[config.mk]
export PLATFORM = sky130hd
export DESIGN_NAME = intermittent_compression_mode_controller
export DESIGN_NICKNAME = d
export VERILOG_FILES = /design/src/hw/rtl/icmc_pkg.sv /design/src/hw/rtl/intermittent_compression_mode_controller.sv /design/src/hw/rtl/icmc_ctrl.sv /design/src/hw/rtl/icmc_dp.sv
export VERILOG_INCLUDE_DIRS = /design/src /design/src/hw/rtl
export SDC_FILE = /design/constraint.sdc
export NUM_CORES = 2
export LEC_CHECK = 0
export ABC_AREA = 1
export ABC_CLOCK_PERIOD_IN_PS = 11700
export BUFFER_PORTS_ARGS = -buffer_cell sky130_fd_sc_hd__buf_4
export CORE_UTILIZATION = 56
export CTS_CLUSTER_DIAMETER = 100
export DETAILED_ROUTE_END_ITERATION = 7
export GPL_ROUTABILITY_DRIVEN = 0
export PLACE_DENSITY_LB_ADDON = 0.12
export SYNTH_ARGS = -nofsm -noshare
export SYNTH_HDL_FRONTEND = slang
export SYNTH_SLANG_ARGS = --single-unit
[constraint.sdc]
create_clock -name i_clk -period 11.7 [get_ports i_clk]
set_input_delay 0 -clock i_clk [delete_from_list [all_inputs] [get_ports i_clk]]
set_output_delay 0 -clock i_clk [all_outputs]
set_load 0.005 [all_outputs]
[src/hw/rtl/assert_macros.svh]
// Assertion macros shared by the RTL files of the mode controller.
// No dependencies.
`ifndef ASSERT_MACROS_SVH
`define ASSERT_MACROS_SVH

// Implication checked at every rising clock edge outside reset.
`define ASSERT_IMPL(label, clk, rst_n, ante, cons) \
    label: assert property (@(posedge clk) disable iff (!rst_n) (ante) |-> (cons)) \
        else $error("assertion failed");

// Next-cycle implication checked outside reset.
`define ASSERT_NEXT(label, clk, rst_n, ante, cons) \
    label: assert property (@(posedge clk) disable iff (!rst_n) (ante) |=> (cons)) \
        else $error("assertion failed");

`endif

[src/hw/rtl/icmc_pkg.sv]
// Package of the intermittent compression mode controller.
// Holds event codes, register indexes, controller commands and sizes.
package icmc_pkg;

    localparam int HistoryLenDef = 12;
    localparam int ThetaDef      = 37;
    localparam int CountWidthDef = 32;

    localparam int CfgIdxW  = 3;
    localparam int CfgDataW = 32;
    localparam int ThrW     = 32;
    localparam int SumW     = 15;

    localparam logic [1:0] EV_MEMOPS = 2'd0;
    localparam logic [1:0] EV_EVICT  = 2'd1;
    localparam logic [1:0] EV_PWROFF = 2'd2;
    localparam logic [1:0] EV_REBOOT = 2'd3;

    localparam logic [CfgIdxW-1:0] REG_INIT_THR   = 3'd0;
    localparam logic [CfgIdxW-1:0] REG_CONF_INIT  = 3'd1;
    localparam logic [CfgIdxW-1:0] REG_CLOSE_FRAC = 3'd2;
    localparam logic [CfgIdxW-1:0] REG_AIMD_EN    = 3'd3;
    localparam logic [CfgIdxW-1:0] REG_CAP_FRAC   = 3'd4;
    localparam logic [CfgIdxW-1:0] REG_CONF_MIN   = 3'd5;
    localparam logic [CfgIdxW-1:0] REG_PRED_EN    = 3'd6;
    localparam logic [CfgIdxW-1:0] REG_PRED_VOL   = 3'd7;

    // Commands from the controller to the datapath, one per cycle.
    typedef struct packed {
        logic load;     // capture the accepted transaction, do phase one
        logic phase2;   // commit the event (phase two)
        logic walk;     // one step of the perceptron walk
        logic walk_init;
        logic done;     // result register loaded
    } t_cmd;

    typedef struct packed {
        logic walk_last;
        logic need_walk;
    } t_status;

endpackage

[src/hw/rtl/intermittent_compression_mode_controller.sv]
// Intermittent compression mode controller. Each transaction is one event and
// gives one result. Memory-op and eviction events, a first power off, and power-off
// and reboot events while the perceptron is disabled take the load and phase-two
// steps only; a later power off and a reboot with the perceptron enabled then walk
// the HISTORY_LEN+1 weights, one weight per cycle. Depends on icmc_pkg, icmc_ctrl
// and icmc_dp.
module intermittent_compression_mode_controller #(
    parameter int HISTORY_LEN = icmc_pkg::HistoryLenDef,
    parameter int THETA       = icmc_pkg::ThetaDef,
    parameter int COUNT_WIDTH = icmc_pkg::CountWidthDef
) (
    input  logic                          i_clk,
    input  logic                          i_rst_n,
    input  logic                          i_cfg_we,
    input  logic [icmc_pkg::CfgIdxW-1:0]  i_cfg_idx,
    input  logic [icmc_pkg::CfgDataW-1:0] i_cfg_data,
    input  logic                          i_valid,
    output logic                          o_ready,
    input  logic [1:0]                    i_mode,
    input  logic [3:0]                    i_op_count,
    output logic                          o_valid,
    input  logic                          i_ready,
    output logic                          o_regular_active,
    output logic                          o_mode_changed,
    output logic                          o_gate_vetoed,
    output logic [icmc_pkg::ThrW-1:0]     o_threshold_now,
    output logic [1:0]                    o_confidence_now,
    output logic signed [icmc_pkg::SumW-1:0] o_predictor_out
);
    import icmc_pkg::*;

    t_cmd    cmd;
    t_status status;

    icmc_ctrl u_ctrl (
        .i_clk, .i_rst_n, .i_valid, .o_ready, .o_valid, .i_ready,
        .i_status(status), .o_cmd(cmd)
    );

    icmc_dp #(
        .HISTORY_LEN(HISTORY_LEN), .THETA(THETA), .COUNT_WIDTH(COUNT_WIDTH)
    ) u_dp (
        .i_clk, .i_rst_n, .i_cfg_we, .i_cfg_idx, .i_cfg_data,
        .i_mode, .i_op_count, .i_cmd(cmd), .o_status(status),
        .o_regular_active, .o_mode_changed, .o_gate_vetoed,
        .o_threshold_now, .o_confidence_now, .o_predictor_out
    );
endmodule

[src/hw/rtl/icmc_ctrl.sv]
// Controller state machine of the mode controller.
// Depends on icmc_pkg and assert_macros.svh.
module icmc_ctrl (
    input  logic              i_clk,
    input  logic              i_rst_n,
    input  logic              i_valid,
    output logic              o_ready,
    output logic              o_valid,
    input  logic              i_ready,
    input  icmc_pkg::t_status i_status,
    output icmc_pkg::t_cmd    o_cmd
);
    import icmc_pkg::*;

    localparam logic [1:0] S_IDLE = 2'd0;
    localparam logic [1:0] S_PH2  = 2'd1;
    localparam logic [1:0] S_WALK = 2'd2;

    logic [1:0] r_state, n_state;
    logic       r_ovalid, n_ovalid;
    logic       accept, fin;

    // Accept only when idle and the result slot is free or draining.
    assign o_ready = (r_state == S_IDLE) && (!r_ovalid || i_ready);
    assign accept  = i_valid && o_ready;
    assign o_valid = r_ovalid;

    // Sequence through the event phases.
    always_comb begin
        n_state = r_state;
        fin     = 1'b0;
        o_cmd   = '0;
        case (r_state)
            S_IDLE: begin
                if (accept) begin
                    o_cmd.load = 1'b1;
                    n_state    = S_PH2;
                end
            end
            S_PH2: begin
                o_cmd.phase2 = 1'b1;
                if (i_status.need_walk) begin
                    o_cmd.walk_init = 1'b1;
                    n_state = S_WALK;
                end else begin
                    fin     = 1'b1;
                    n_state = S_IDLE;
                end
            end
            S_WALK: begin
                o_cmd.walk = 1'b1;
                if (i_status.walk_last) begin
                    fin     = 1'b1;
                    n_state = S_IDLE;
                end
            end
            default: n_state = S_IDLE;
        endcase
        o_cmd.done = fin;
    end

    always_comb begin
        n_ovalid = r_ovalid;
        if (r_ovalid && i_ready) n_ovalid = 1'b0;
        if (fin) n_ovalid = 1'b1;
    end

    always_ff @(posedge i_clk) begin
        if (!i_rst_n) begin
            r_state  <= S_IDLE;
            r_ovalid <= 1'b0;
        end else begin
            r_state  <= n_state;
            r_ovalid <= n_ovalid;
        end
    end

    `include "assert_macros.svh"
    `ASSERT_IMPL(a_no_accept_busy, i_clk, i_rst_n, r_state != S_IDLE, !o_ready)
    `ASSERT_NEXT(a_load_ph2, i_clk, i_rst_n, accept, r_state == S_PH2)
    `ASSERT_NEXT(a_done_valid, i_clk, i_rst_n, fin, r_ovalid)
endmodule

[src/hw/rtl/icmc_dp.sv]
// Datapath of the mode controller: counters, threshold, confidence, perceptron.
// Depends on icmc_pkg and assert_macros.svh.
module icmc_dp #(
    parameter int HISTORY_LEN = icmc_pkg::HistoryLenDef,
    parameter int THETA       = icmc_pkg::ThetaDef,
    parameter int COUNT_WIDTH = icmc_pkg::CountWidthDef
) (
    input  logic                          i_clk,
    input  logic                          i_rst_n,
    input  logic                          i_cfg_we,
    input  logic [icmc_pkg::CfgIdxW-1:0]  i_cfg_idx,
    input  logic [icmc_pkg::CfgDataW-1:0] i_cfg_data,
    input  logic [1:0]                    i_mode,
    input  logic [3:0]                    i_op_count,
    input  icmc_pkg::t_cmd                i_cmd,
    output icmc_pkg::t_status             o_status,
    output logic                          o_regular_active,
    output logic                          o_mode_changed,
    output logic                          o_gate_vetoed,
    output logic [icmc_pkg::ThrW-1:0]     o_threshold_now,
    output logic [1:0]                    o_confidence_now,
    output logic signed [icmc_pkg::SumW-1:0] o_predictor_out
);
    import icmc_pkg::*;

    localparam int CW = COUNT_WIDTH;
    localparam int HW = (HISTORY_LEN > 1) ? $clog2(HISTORY_LEN + 1) : 1;
    localparam logic [CW-1:0] CMAX = {CW{1'b1}};

    // Reciprocal of ten: ceil(2^(CW+3)/10) gives an exact quotient for every CW-bit value.
    localparam logic [CW+3:0] RECIP_FULL =
        ({1'b1, {(CW+3){1'b0}}} + (CW+4)'(9)) / (CW+4)'(10);
    localparam logic [CW-1:0] RECIP10 = RECIP_FULL[CW-1:0];

    // Configuration registers.
    logic [31:0] r_init_thr;
    logic [1:0]  r_conf_init, r_conf_min;
    logic [7:0]  r_close_frac, r_cap_frac;
    logic        r_aimd_en, r_pred_en, r_pred_vol;

    // State.
    logic [CW-1:0]        r_mem, r_prev, r_thr, r_evict;
    logic signed [CW:0]   r_adj;
    logic [1:0]           r_conf;
    logic                 r_reg, r_hval, r_gate;
    logic signed [7:0]    r_w [HISTORY_LEN+1];
    logic signed [1:0]    r_hist [HISTORY_LEN];
    logic signed [SumW-1:0] r_sum;

    // Event scratch.
    logic [1:0]           r_ev;
    logic [3:0]           r_ops;
    logic                 r_changed;
    logic                 r_close;     // power off: estimate close
    logic                 r_train;     // power off: weights update
    logic [HW-1:0]        r_widx;
    logic signed [SumW-1:0] r_acc;
    logic [CW+7:0]        r_prod;      // frac * value product
    logic [CW-1:0]        r_err;
    logic                 r_pof_go;
    logic [CW-1:0]        r_thr_tenth; // threshold / 10, captured with the transaction
    logic [2*CW-1:0]      tenth_prod;

    // Output register.
    logic                 r_o_reg, r_o_chg, r_o_gate;
    logic [ThrW-1:0]      r_o_thr;
    logic [1:0]           r_o_conf;
    logic signed [SumW-1:0] r_o_sum;

    function automatic logic [CW-1:0] sat_add(input logic [CW-1:0] a,
                                             input logic [CW-1:0] b);
        logic [CW:0] s;
        s = {1'b0, a} + {1'b0, b};
        return s[CW] ? CMAX : s[CW-1:0];
    endfunction

    function automatic logic [CW-1:0] load_thr(input logic [31:0] v);
        logic [CW-1:0] t;
        if (v == 32'd0) t = CW'(1);
        else if (CW < 32 && (v >> CW) != 32'd0) t = CMAX;
        else t = CW'(v);
        return t;
    endfunction

    // Phase-one combinational values.
    logic [CW-1:0]      mem_new;
    logic signed [CW+1:0] diff;
    logic               hit, veto;
    logic signed [CW:0] adj_new;
    logic [CW-1:0]      err_abs;
    logic [CW-1:0]      prev_mc;
    logic [CW-1:0]      thr_half, thr_tenth, thr_step;
    logic [CW-1:0]      thr_aimd;
    logic [CW+7:0]      prod_src;

    assign mem_new = sat_add(r_mem, CW'(r_ops));
    assign diff    = $signed({2'b00, r_prev}) - $signed({2'b00, mem_new});
    assign hit     = diff <= $signed({2'b00, r_thr});
    assign veto    = (r_pred_en && r_sum < 0) ||
                     (r_conf_min != 2'd0 && r_conf < r_conf_min);
    assign adj_new = $signed({1'b0, r_mem}) - $signed({1'b0, r_prev});
    assign err_abs = adj_new < 0 ? CW'(-adj_new) : CW'(adj_new);

    // Rebuilt estimate at reboot.
    always_comb begin
        prev_mc = r_mem;
        if (r_conf <= 2'd1) begin
            if (r_adj < 0) begin
                prev_mc = ($unsigned(-r_adj) >= {1'b0, r_mem}) ? '0 :
                          r_mem - CW'($unsigned(-r_adj));
            end else begin
                prev_mc = (r_adj[CW] || r_adj[CW-1:0] > CMAX - r_mem) ? CMAX :
                          r_mem + r_adj[CW-1:0];
            end
        end
    end

    // Division by ten by reciprocal multiplication, registered at load.
    assign tenth_prod = (2*CW)'(r_thr) * (2*CW)'(RECIP10);

    assign thr_half  = r_thr >> 1;
    assign thr_tenth = r_thr_tenth;
    assign thr_step  = (thr_tenth == '0) ? CW'(1) : thr_tenth;
    assign thr_aimd  = (r_evict > thr_half) ?
                       ((thr_half == '0) ? CW'(1) : thr_half) : sat_add(r_thr, thr_step);

    // One shared frac * value product, registered before its compare.
    assign prod_src = (i_mode == EV_PWROFF) ? ({8'd0, r_prev} * {{CW{1'b0}}, r_close_frac})
                                            : ({8'd0, prev_mc} * {{CW{1'b0}}, r_cap_frac});

    logic [CW-1:0] frac_res, cap;
    logic          close_c, train_c;
    logic signed [SumW-1:0] mag;
    assign frac_res = r_prod[CW+7:8];
    assign close_c  = r_err <= frac_res;
    assign cap      = (frac_res == '0) ? CW'(1) : frac_res;
    assign mag      = (r_sum < 0) ? -r_sum : r_sum;
    assign train_c  = ((r_sum >= 0) != close_c) || (mag <= SumW'(THETA));

    // Next threshold at reboot and next confidence at power off.
    logic [CW-1:0] thr_new;
    logic [1:0]    conf_new;
    assign thr_new  = (r_cap_frac != 8'd0 && thr_aimd > cap) ? cap : thr_aimd;
    assign conf_new = close_c ? ((r_conf != 2'd3) ? r_conf + 2'd1 : r_conf)
                              : ((r_conf != 2'd0) ? r_conf - 2'd1 : r_conf);

    logic last;
    assign last = (r_widx == HW'(HISTORY_LEN));
    assign o_status.walk_last = last;
    assign o_status.need_walk = r_pred_en && ((r_ev == EV_PWROFF && r_pof_go) ||
                                              r_ev == EV_REBOOT);

    // Weight step for index r_widx during the walk.
    logic signed [8:0] w_cur, w_inc;
    logic signed [1:0] h_cur;
    always_comb begin
        h_cur = (r_widx == '0) ? 2'sd1 : r_hist[r_widx - HW'(1)];
        w_cur = 9'(r_w[r_widx]);
        if (r_close) w_inc = w_cur + 9'(h_cur);
        else         w_inc = w_cur - 9'(h_cur);
        if (w_inc > 9'sd127) w_inc = 9'sd127;
        if (w_inc < -9'sd127) w_inc = -9'sd127;
    end

    logic signed [SumW-1:0] term;
    always_comb begin
        case (h_cur)
            2'sd1:   term = SumW'(r_w[r_widx]);
            -2'sd1:  term = -SumW'(r_w[r_widx]);
            default: term = '0;
        endcase
    end

    always_ff @(posedge i_clk) begin
        if (!i_rst_n) begin
            r_init_thr   <= 32'd16;
            r_conf_init  <= 2'd2;
            r_close_frac <= 8'd26;
            r_aimd_en    <= 1'b1;
            r_cap_frac   <= 8'd0;
            r_conf_min   <= 2'd0;
            r_pred_en    <= 1'b0;
            r_pred_vol   <= 1'b0;
            r_mem   <= '0;
            r_prev  <= '0;
            r_thr   <= load_thr(32'd16);
            r_evict <= '0;
            r_adj   <= '0;
            r_conf  <= 2'd2;
            r_reg   <= 1'b0;
            r_hval  <= 1'b0;
            r_gate  <= 1'b0;
            r_sum   <= '0;
            for (int i = 0; i <= HISTORY_LEN; i++) r_w[i] <= '0;
            for (int i = 0; i < HISTORY_LEN; i++) r_hist[i] <= '0;
        end else begin
            // Configuration writes.
            if (i_cfg_we) begin
                case (i_cfg_idx)
                    REG_INIT_THR: begin
                        r_init_thr <= i_cfg_data;
                        r_thr      <= load_thr(i_cfg_data);
                    end
                    REG_CONF_INIT: begin
                        r_conf_init <= i_cfg_data[1:0];
                        r_conf      <= i_cfg_data[1:0];
                    end
                    REG_CLOSE_FRAC: r_close_frac <= i_cfg_data[7:0];
                    REG_AIMD_EN:    r_aimd_en    <= i_cfg_data[0];
                    REG_CAP_FRAC:   r_cap_frac   <= i_cfg_data[7:0];
                    REG_CONF_MIN:   r_conf_min   <= i_cfg_data[1:0];
                    REG_PRED_EN:    r_pred_en    <= i_cfg_data[0];
                    REG_PRED_VOL:   r_pred_vol   <= i_cfg_data[0];
                    default: ;
                endcase
            end
            // Phase two: commit the event.
            if (i_cmd.phase2) begin
                case (r_ev)
                    EV_MEMOPS: begin
                        r_mem <= mem_new;
                        if (!r_reg && r_hval && !r_gate && hit) begin
                            if (veto) r_gate <= 1'b1;
                            else      r_reg  <= 1'b1;
                        end
                    end
                    EV_EVICT: if (r_reg) r_evict <= sat_add(r_evict, CW'(1));
                    EV_PWROFF: begin
                        if (!r_hval) begin
                            r_adj  <= '0;
                            r_hval <= 1'b1;
                        end else begin
                            r_adj  <= adj_new;
                            r_conf <= conf_new;
                        end
                    end
                    default: begin
                        r_prev  <= prev_mc;
                        r_mem   <= '0;
                        r_evict <= '0;
                        r_gate  <= 1'b0;
                        r_reg   <= 1'b0;
                        if (r_aimd_en && !r_gate) r_thr <= thr_new;
                        if (r_pred_en && r_pred_vol) begin
                            for (int i = 0; i <= HISTORY_LEN; i++) r_w[i] <= '0;
                            for (int i = 0; i < HISTORY_LEN; i++) r_hist[i] <= '0;
                        end
                    end
                endcase
            end
            // Perceptron walk: training at power off, sum at reboot.
            if (i_cmd.walk) begin
                if (r_ev == EV_PWROFF) begin
                    if (r_train) r_w[r_widx] <= 8'(w_inc);
                    if (last) begin
                        for (int i = HISTORY_LEN - 1; i > 0; i--) r_hist[i] <= r_hist[i-1];
                        r_hist[0] <= r_close ? 2'sd1 : -2'sd1;
                    end
                end else if (last) begin
                    r_sum <= r_acc + term;
                end
            end
        end
    end

    // Event scratch, walk and output registers.
    always_ff @(posedge i_clk) begin
        if (i_cmd.load) begin
            r_ev        <= i_mode;
            r_ops       <= i_op_count;
            r_changed   <= 1'b0;
            r_err       <= err_abs;
            r_pof_go    <= r_hval;
            r_thr_tenth <= CW'(tenth_prod[2*CW-1:CW+3]);
        end
        // Product register feeds the phase-two compares.
        if (i_cmd.load) r_prod <= prod_src;
        if (i_cmd.phase2) begin
            r_close <= close_c;
            r_train <= train_c;
            r_changed <= (r_ev == EV_MEMOPS) ?
                         (!r_reg && r_hval && !r_gate && hit && !veto) :
                         (r_ev == EV_REBOOT) ? r_reg : 1'b0;
        end
        if (i_cmd.walk_init) begin
            r_widx <= '0;
            r_acc  <= '0;
        end else if (i_cmd.walk) begin
            r_widx <= r_widx + HW'(1);
            r_acc  <= r_acc + term;
        end
        if (i_cmd.done) begin
            r_o_reg  <= (i_cmd.phase2 && r_ev == EV_MEMOPS) ?
                        (r_reg || (!r_reg && r_hval && !r_gate && hit && !veto)) :
                        (i_cmd.phase2 && r_ev == EV_REBOOT) ? 1'b0 : r_reg;
            r_o_chg  <= i_cmd.phase2 ? ((r_ev == EV_MEMOPS) ?
                        (!r_reg && r_hval && !r_gate && hit && !veto) :
                        (r_ev == EV_REBOOT) ? r_reg : 1'b0) : r_changed;
            r_o_gate <= (i_cmd.phase2 && r_ev == EV_MEMOPS) ?
                        (r_gate || (!r_reg && r_hval && hit && veto)) :
                        (i_cmd.phase2 && r_ev == EV_REBOOT) ? 1'b0 : r_gate;
            r_o_thr  <= (i_cmd.phase2 && r_ev == EV_REBOOT && r_aimd_en && !r_gate) ?
                        ThrW'(thr_new) : ThrW'(r_thr);
            r_o_conf <= (i_cmd.phase2 && r_ev == EV_PWROFF && r_hval) ? conf_new : r_conf;
            r_o_sum  <= (i_cmd.walk && r_ev == EV_REBOOT) ? r_acc + term : r_sum;
        end
    end

    assign o_regular_active = r_o_reg;
    assign o_mode_changed   = r_o_chg;
    assign o_gate_vetoed    = r_o_gate;
    assign o_threshold_now  = r_o_thr;
    assign o_confidence_now = r_o_conf;
    assign o_predictor_out  = r_o_sum;

    `include "assert_macros.svh"
    `ASSERT_IMPL(a_widx_range, i_clk, i_rst_n, i_cmd.walk, r_widx <= HW'(HISTORY_LEN))
    `ASSERT_IMPL(a_thr_nonzero, i_clk, i_rst_n, 1'b1, r_thr != '0)
    `ASSERT_IMPL(a_reg_needs_hist, i_clk, i_rst_n, r_reg, r_hval)
endmodule

After elaboration in Yosys (flattened, before gate mapping)

Memory sizes are Yosys's and may differ from the RTL's. A register that Yosys moved wholly into a read port is not among the register bits.
Cells that the tools add are included.

Bitwise logic cells: 41
Multiplexer cells: 129
Magnitude comparators: 15
Multiply operators: 3
Equal/unequal tests: 24
Reductions and logical operators: 65
Add/subtract/negate cells: 19

Operator list:

| operator               | number |
|---|---|
| $mux 32                | 19 |
| $logic_not 32->1       | 4 |
| $pmux 32 s2            | 2 |
| $mux 8                 | 15 |
| $mul 32x8->40          | 2 |
| $mux 2                 | 38 |
| $lt 33x1->1 const B    | 2 |
| $sub 32x32->33         | 2 |
| $gt 32x32->1           | 2 |
| $mul 32x32->64 const B | 1 |
| $mux 40                | 1 |
| $mux 1                 | 39 |
| $or 1x1->1             | 37 |
| $le 34x33->1           | 1 |
| $add 32x1->33 const B  | 1 |
| $add 32x32->33         | 1 |
| $add 32x4->33          | 1 |
| $ge 33x32->1           | 1 |
| $mux 33                | 1 |
| $neg 33->33            | 1 |
| $add 32x32->32         | 1 |
| $gt 32x31->1           | 1 |
| $le 32x32->1           | 1 |
| $neg 32->32            | 1 |
| 50 further kinds       | 121 |

Output and inout bits: 54
Memory bits (writable): 128
Memories kept: 2
Flip-flop bits (word level): 387

Memory list:

| name        | words | width | read ports | clocked after Yosys merged registers in | wr ports | RTL line      | RTL |
|---|---|---|---|---|---|---|---|
| u_dp.r_w    | 13    | 8     | 1          | 1                                       | 13       | icmc_dp.sv:46 | `logic signed [7:0] r_w [HISTORY_LEN+1];` |
| u_dp.r_hist | 12    | 2     | 12         | 0                                       | 12       | icmc_dp.sv:47 | `logic signed [1:0] r_hist [HISTORY_LEN];` |

Logic depth before layout (Yosys ltp)

Depth after elaboration: 11
Depth in mapped cells: 54
Depth with buffers taken out: 54

Modules after synthesis

A second synthesis with hierarchy kept.

Cell total of the unflattened synthesis: 9420
Area total of the unflattened synthesis: 72842.4 µm²

Modules (own cells, without submodules):

| module    | area an instance (µm²) | cells an instance | instances |
|---|---|---|---|
| icmc_dp   | 72574.6                | 9382              | 1 |
| icmc_ctrl | 267.8                  | 38                | 1 |

Worst setup path before layout

No wires, ideal clock.

Kind: register to register
From: register u_dp.r_adj[0]
To: register u_dp.r_prod[28] (data pin)
Data required time: 11446 ps
Stages on the path, launching flop included: 52
Setup slack: 3840 ps
Path buffers: 0
Library setup time: 254 ps
Arrival: 7606 ps
Cell sequence: dfxtp_1 -> nor3_1 -> inv_1 -> nor2_1 -> inv_1 -> nor2_1 -> nand3_1 -> nor2_1 -> inv_1 -> nor3_2 -> nand2_1 -> nor2_1 -> nand2_1 -> or2_2 -> nor4_2 -> xor2_1 -> ha_1 -> nand2_1 -> [... 16 more ...] -> fa_1 -> inv_1 -> fa_1 -> inv_1 -> fa_1 -> fa_1 -> ha_1 -> a21oi_1 -> o21ai_0 -> a21oi_1 -> o21ai_2 -> a21o_1 -> nand2_1 -> nand2_1 -> nand2_1 -> nand3b_1 -> nand3_1 -> nand2_1

Longest elaborated chain between the ends: 7
Elaborated cells on any way between the ends: 13

Ends and longest elaborated chain:

| element                                     | RTL line                       | RTL |
|---|---|---|
| start, declared                             | icmc_dp.sv:43                  | `logic signed [CW:0] r_adj;` |
| start signal, assigned                      | icmc_dp.sv:233                 | `r_adj <= adj_new;` |
| $neg 33->33 or $gt 32x32->1 (tied branches) | icmc_dp.sv:109, icmc_dp.sv:112 |  |
| $sub 32x32->32 (tied with other cells)      | icmc_dp.sv:110                 | `r_mem - CW'($unsigned(-r_adj));` |
| $mux 32, on equally long branches           | icmc_dp.sv:109, icmc_dp.sv:112 |  |
| $mux 32 *                                   | icmc_dp.sv:108                 | `if (r_adj < 0) begin` |
| $mux 32 *                                   | icmc_dp.sv:107                 | `if (r_conf <= 2'd1) begin` |
| $mul 32x8->40 *                             | icmc_dp.sv:129                 | `: ({8'd0, prev_mc} * {{CW{1'b0}}, r_cap_frac});` |
| $mux 40 *                                   | icmc_dp.sv:128                 | `assign prod_src = (i_mode == EV_PWROFF) ? ({8'd0, r_prev} * {{CW{1'b0}}, r_close_frac})` |
| named net u_dp.prod_src[28]                 | icmc_dp.sv:94                  | `logic [CW+7:0] prod_src;` |
| end signal, assigned                        | icmc_dp.sv:277                 | `if (i_cmd.load) r_prod <= prod_src;` |
| end, declared                               | icmc_dp.sv:58                  | `logic [CW+7:0] r_prod;` |

The timed path passes the listed nets; every way through them passes the cells marked *.
A chain may end at the register's enable or synchronous reset.

Final worst setup path

Same ends and word-level chain as after synthesis.

==> impl_metrics.ini <==
[status]
outcome = finished with violations
violated_checks = design-rule violations

[layout]
multi_input_comb_area_um2 = 49700
drive_gt1_frac = 0.0391
layout.cells.most_common = sky130_fd_sc_hd__inv_1
max_ffs_per_register = 128
seq_cell_area_um2 = 13800
regMostFlops = u_dp.r_w
number_of_standard_cells_in_the_layout_taps_in_and_fillers_out = 10940
most-common-layout-cells = sky130_fd_sc_hd__inv_1 (1970), sky130_fd_sc_hd__nand2_1 (1546), sky130_fd_sc_hd__ha_1 (828)
largest_registers = u_dp.r_w x128, u_dp.r_adj x33
design.final.nets = 10881
flow.area_growth_from_synthesis_pct = 6.92
fillCellCount = 11597

[cts]
cts_resized = 0
root_buffer = sky130_fd_sc_hd__clkbuf_16
tritoncts.num_buffers = 60
clock_tree.buffer_depth = 3
worst_setup_hold_path_clk_slew_ns = 0.06
clock_sink_count = 535
clk_latency_ns = 0.69
tritoncts = done
ctsHtreeMaxLevel = 2

[die]
fp.coreArea_um2 = 128000
initial_core_util = 0.564
rows = 131
die_area_um2 = 130000
io_pins = 100
floorplan.die.height_um = 361
die_w_um = 361

[critical_path]
setup.worst_path.start_class = flip-flop
critical_path.max_stage_delay_ns = 0.55
critical-path-top-cell-by-count = sky130_fd_sc_hd__nand2_1
r2r-end = u_dp.r_prod[28]
worst-r2r-setup-slack_ns = 1.75
critPathCaptureType = flip-flop
cp_slowest_cell = sky130_fd_sc_hd__fa_1
critical_path.max_fanout = 15
worst_r2r_path_depth = 52
worstSetupPathType = flip-flop to flip-flop
required_time_worst_endpoint_ns = 12.10
timing.rr.start = u_dp.r_adj[0]
cp.arrival_ns = 10.34

[synthesis]
synth-compound-area-share = 0.130
dominant_combinational_cell_family_by_area_after_synthesis = adder cells
cells_after_synthesis = 9198
synth-warning-count = 0
portion_of_netlist_area_occupied_by_mux_cells = 0.00662
syn_avg_cell_area_um2 = 7.83
synth_flop_cell = sky130_fd_sc_hd__edfxtp_1
synth_fa_ha_area_frac = 0.361
synth.distinct_cells = 73
postSynth.asyncResetShare = 0
ys_ff_latch = 535
sequential_area_share_after_synthesis = 0.191
synth-xor-area-share = 0.0334
synth_simple_gate_area_share = 0.159
synth_enable_flop_cells = 307
synth.net_count = 10853
post_synthesis_instance_area_um2 = 72000

[sta]
period_minus_slack_ns = 9.95
finalHoldViolations = 0
headroom_to_the_max_slew_limit = 0.164
timing.setup.tns_ns = 0
pins_over_their_slew_limit = 0
fmax_mhz = 101
final_min_period_over_clock_period = 0.850
timing_worst_slew_pin_value_ns = 1.24
final.setup_skew_ns = 0.0453
report.final.setup_viol = 0
unrepaired_setup_endpoints_after_global_routing = false
whs_ns = 0.0482

[place]
dp_cells = 10765
hpwlAfterDp_um = 205000
port_buffers = 99

[worst_hold_path]
hp-start = i_op_count[2]
min_path_type = input port to flip-flop
hold_end = u_dp.r_ops[2]
min_delay_path_depth = 2

[pwr]
p_total_mw = 20.0
power_density_nw_per_um2 = 259
leakage_power_nw = 38.5
ir_worst_vdd_v = 0.00106

[routing]
detail_route.first_pass.iterations = 8
post-route-drc-count = 8
ant_nets = 0
drt_via_density = 5.91
routed_wire_length_per_instance_um = 22.9
drt-total-wl_um = 251000
initialDrtViolationCount = 7373
via_total_after_detailed_routing = 64663

[global_route]
gr-usage-met2 = 0.563
global_route_wire_length_before_repair_um = 375000
first_global_vias = 62204
antenna_violations_before_repair = 5
grt_util_met1 = 0.511
gr-usage-all-layers = 0.380
grt_most_used_layer = met2
grt_start_max_net_pins = 86
grt.overflow.total = 0
gr-usage-met3 = 0.0938

[run]
cap_viol_max_count = 0
-- worst max path at each step --
stage / start / to / cells past startpoint
after floorplan: u_dp.r_adj[0] / u_dp.r_prod[28] / 51
after global placement: u_dp.r_adj[0] / u_dp.r_prod[36] / 52
after detailed placement: u_dp.r_adj[0] / u_dp.r_prod[36] / 52
after CTS: u_dp.r_adj[0] / u_dp.r_prod[36] / 52
after global routing: u_dp.r_adj[0] / u_dp.r_prod[36] / 53
final: u_dp.r_adj[0] / u_dp.r_prod[28] / 52
-- synthesized netlist by cell type, types with 5 or more instances --
cell	n	area, µm²
sky130_fd_sc_hd__o221ai_1	23	201
sky130_fd_sc_hd__clkinv_1	6	22.5
sky130_fd_sc_hd__o21bai_1	32	240
sky130_fd_sc_hd__o22ai_1	7	43.8
sky130_fd_sc_hd__a31oi_1	54	338
sky130_fd_sc_hd__inv_1	1974	7410
sky130_fd_sc_hd__o2111ai_1	6	52.6
sky130_fd_sc_hd__buf_2	14	70.1
sky130_fd_sc_hd__o211ai_1	78	586
sky130_fd_sc_hd__o21ai_1	34	170
sky130_fd_sc_hd__nand2_1	1548	5810
sky130_fd_sc_hd__nand3_1	178	891
sky130_fd_sc_hd__nand4_1	81	507
sky130_fd_sc_hd__xor2_1	184	1610
sky130_fd_sc_hd__dfxtp_1	228	4560
sky130_fd_sc_hd__nor2_1	773	2900
sky130_fd_sc_hd__xnor2_1	89	780
sky130_fd_sc_hd__and2_1	5	31.3
sky130_fd_sc_hd__a21o_1	22	165
sky130_fd_sc_hd__buf_4	12	90.1
sky130_fd_sc_hd__nor3_2	8	80.1
sky130_fd_sc_hd__buf_1	10	37.5
sky130_fd_sc_hd__o21ai_0	529	2650
sky130_fd_sc_hd__clkbuf_1	223	837
sky130_fd_sc_hd__ha_1	828	10400
sky130_fd_sc_hd__a21oi_1	772	3860
sky130_fd_sc_hd__o31ai_1	11	82.6
sky130_fd_sc_hd__o21a_1	37	278
sky130_fd_sc_hd__or2_2	15	93.8
sky130_fd_sc_hd__a21boi_0	12	90.1
sky130_fd_sc_hd__a221oi_1	6	52.6
sky130_fd_sc_hd__edfxtp_1	307	9220
sky130_fd_sc_hd__o311ai_0	9	78.8
sky130_fd_sc_hd__nor4_1	45	282
sky130_fd_sc_hd__a21boi_1	6	45.0
sky130_fd_sc_hd__o21ai_2	7	61.3
sky130_fd_sc_hd__fa_1	781	15600
sky130_fd_sc_hd__a211oi_1	16	120
sky130_fd_sc_hd__nor3_1	99	495
sky130_fd_sc_hd__nor2_2	17	106
sky130_fd_sc_hd__mux2i_1	33	330
sky130_fd_sc_hd__mux2_2	13	146
sky130_fd_sc_hd__nand3b_1	7	52.6
sky130_fd_sc_hd__and3_1	7	43.8
-- what timing repair did --
action,4_1_cts,5_1_grt
hold buffers,61,0
endpoints found under the hold margin,68,0
setup buffers,0,0
-- through the flow --
stage | cell area [µm²] | util | setup slack (ns)
floorplan | 72000 | - | 3.84
global placement | 74300 | 0.583 | 2.24
detailed placement | 74300 | 0.583 | 2.04
CTS | 77000 | 0.604 | 1.98
global route | 77000 | 0.604 | 0.875
finish | 77000 | 0.604 | 1.75
-- critical path, delay by kind of cell (launching register included) --
| kind | cells | cell delay, ns |
|---|---|---|
| AND/OR/NAND/NOR | 34 | 4.33 |
| adder cells (fa/ha/maj) | 6 | 2.71 |
| AO/OA/AOI/OAI | 4 | 1.14 |
| buffers and inverters | 7 | 0.95 |
| flip-flops | 1 | 0.36 |
| XOR/XNOR | 1 | 0.15 |
-- logic make-up after synthesis --
family	after synthesis
compound gates	1686
xor+xnor	274
fa+ha+maj	1610
buf+inv	2245
flops	535
mux	46
simple gates	2802
-- area by class of cell --
cell class | count | share of cell area
diodes | 1 | 0.0000325
multi-input cells | 6418 | 0.646
well taps | 1662 | 0.0270
clock inverters | 31 | 0.00491
flip-flops and latches | 535 | 0.179
inverters | 1984 | 0.0968
clock buffers | 82 | 0.0219
repair buffers | 227 | 0.0241
-- power breakdown --
part | total, mW | internal [mW] | switching (mW)
logic | 14.8 | 4.60 | 10.2
clock network | 2.04 | 1.17 | 0.871
registers | 3.12 | 2.71 | 0.405
total | 20.0 | 8.48 | 11.5
-- layer usage --
metal  routed length, µm  share of wire  vias up
li1                    -              -    29351
met1               98800           0.39    30941
met2              105000           0.42     3628
met3               30100           0.12      739
met4               16800          0.067        4
met5                 114        0.00045        -
No activity file was read; power rests on OpenSTA's default activity.
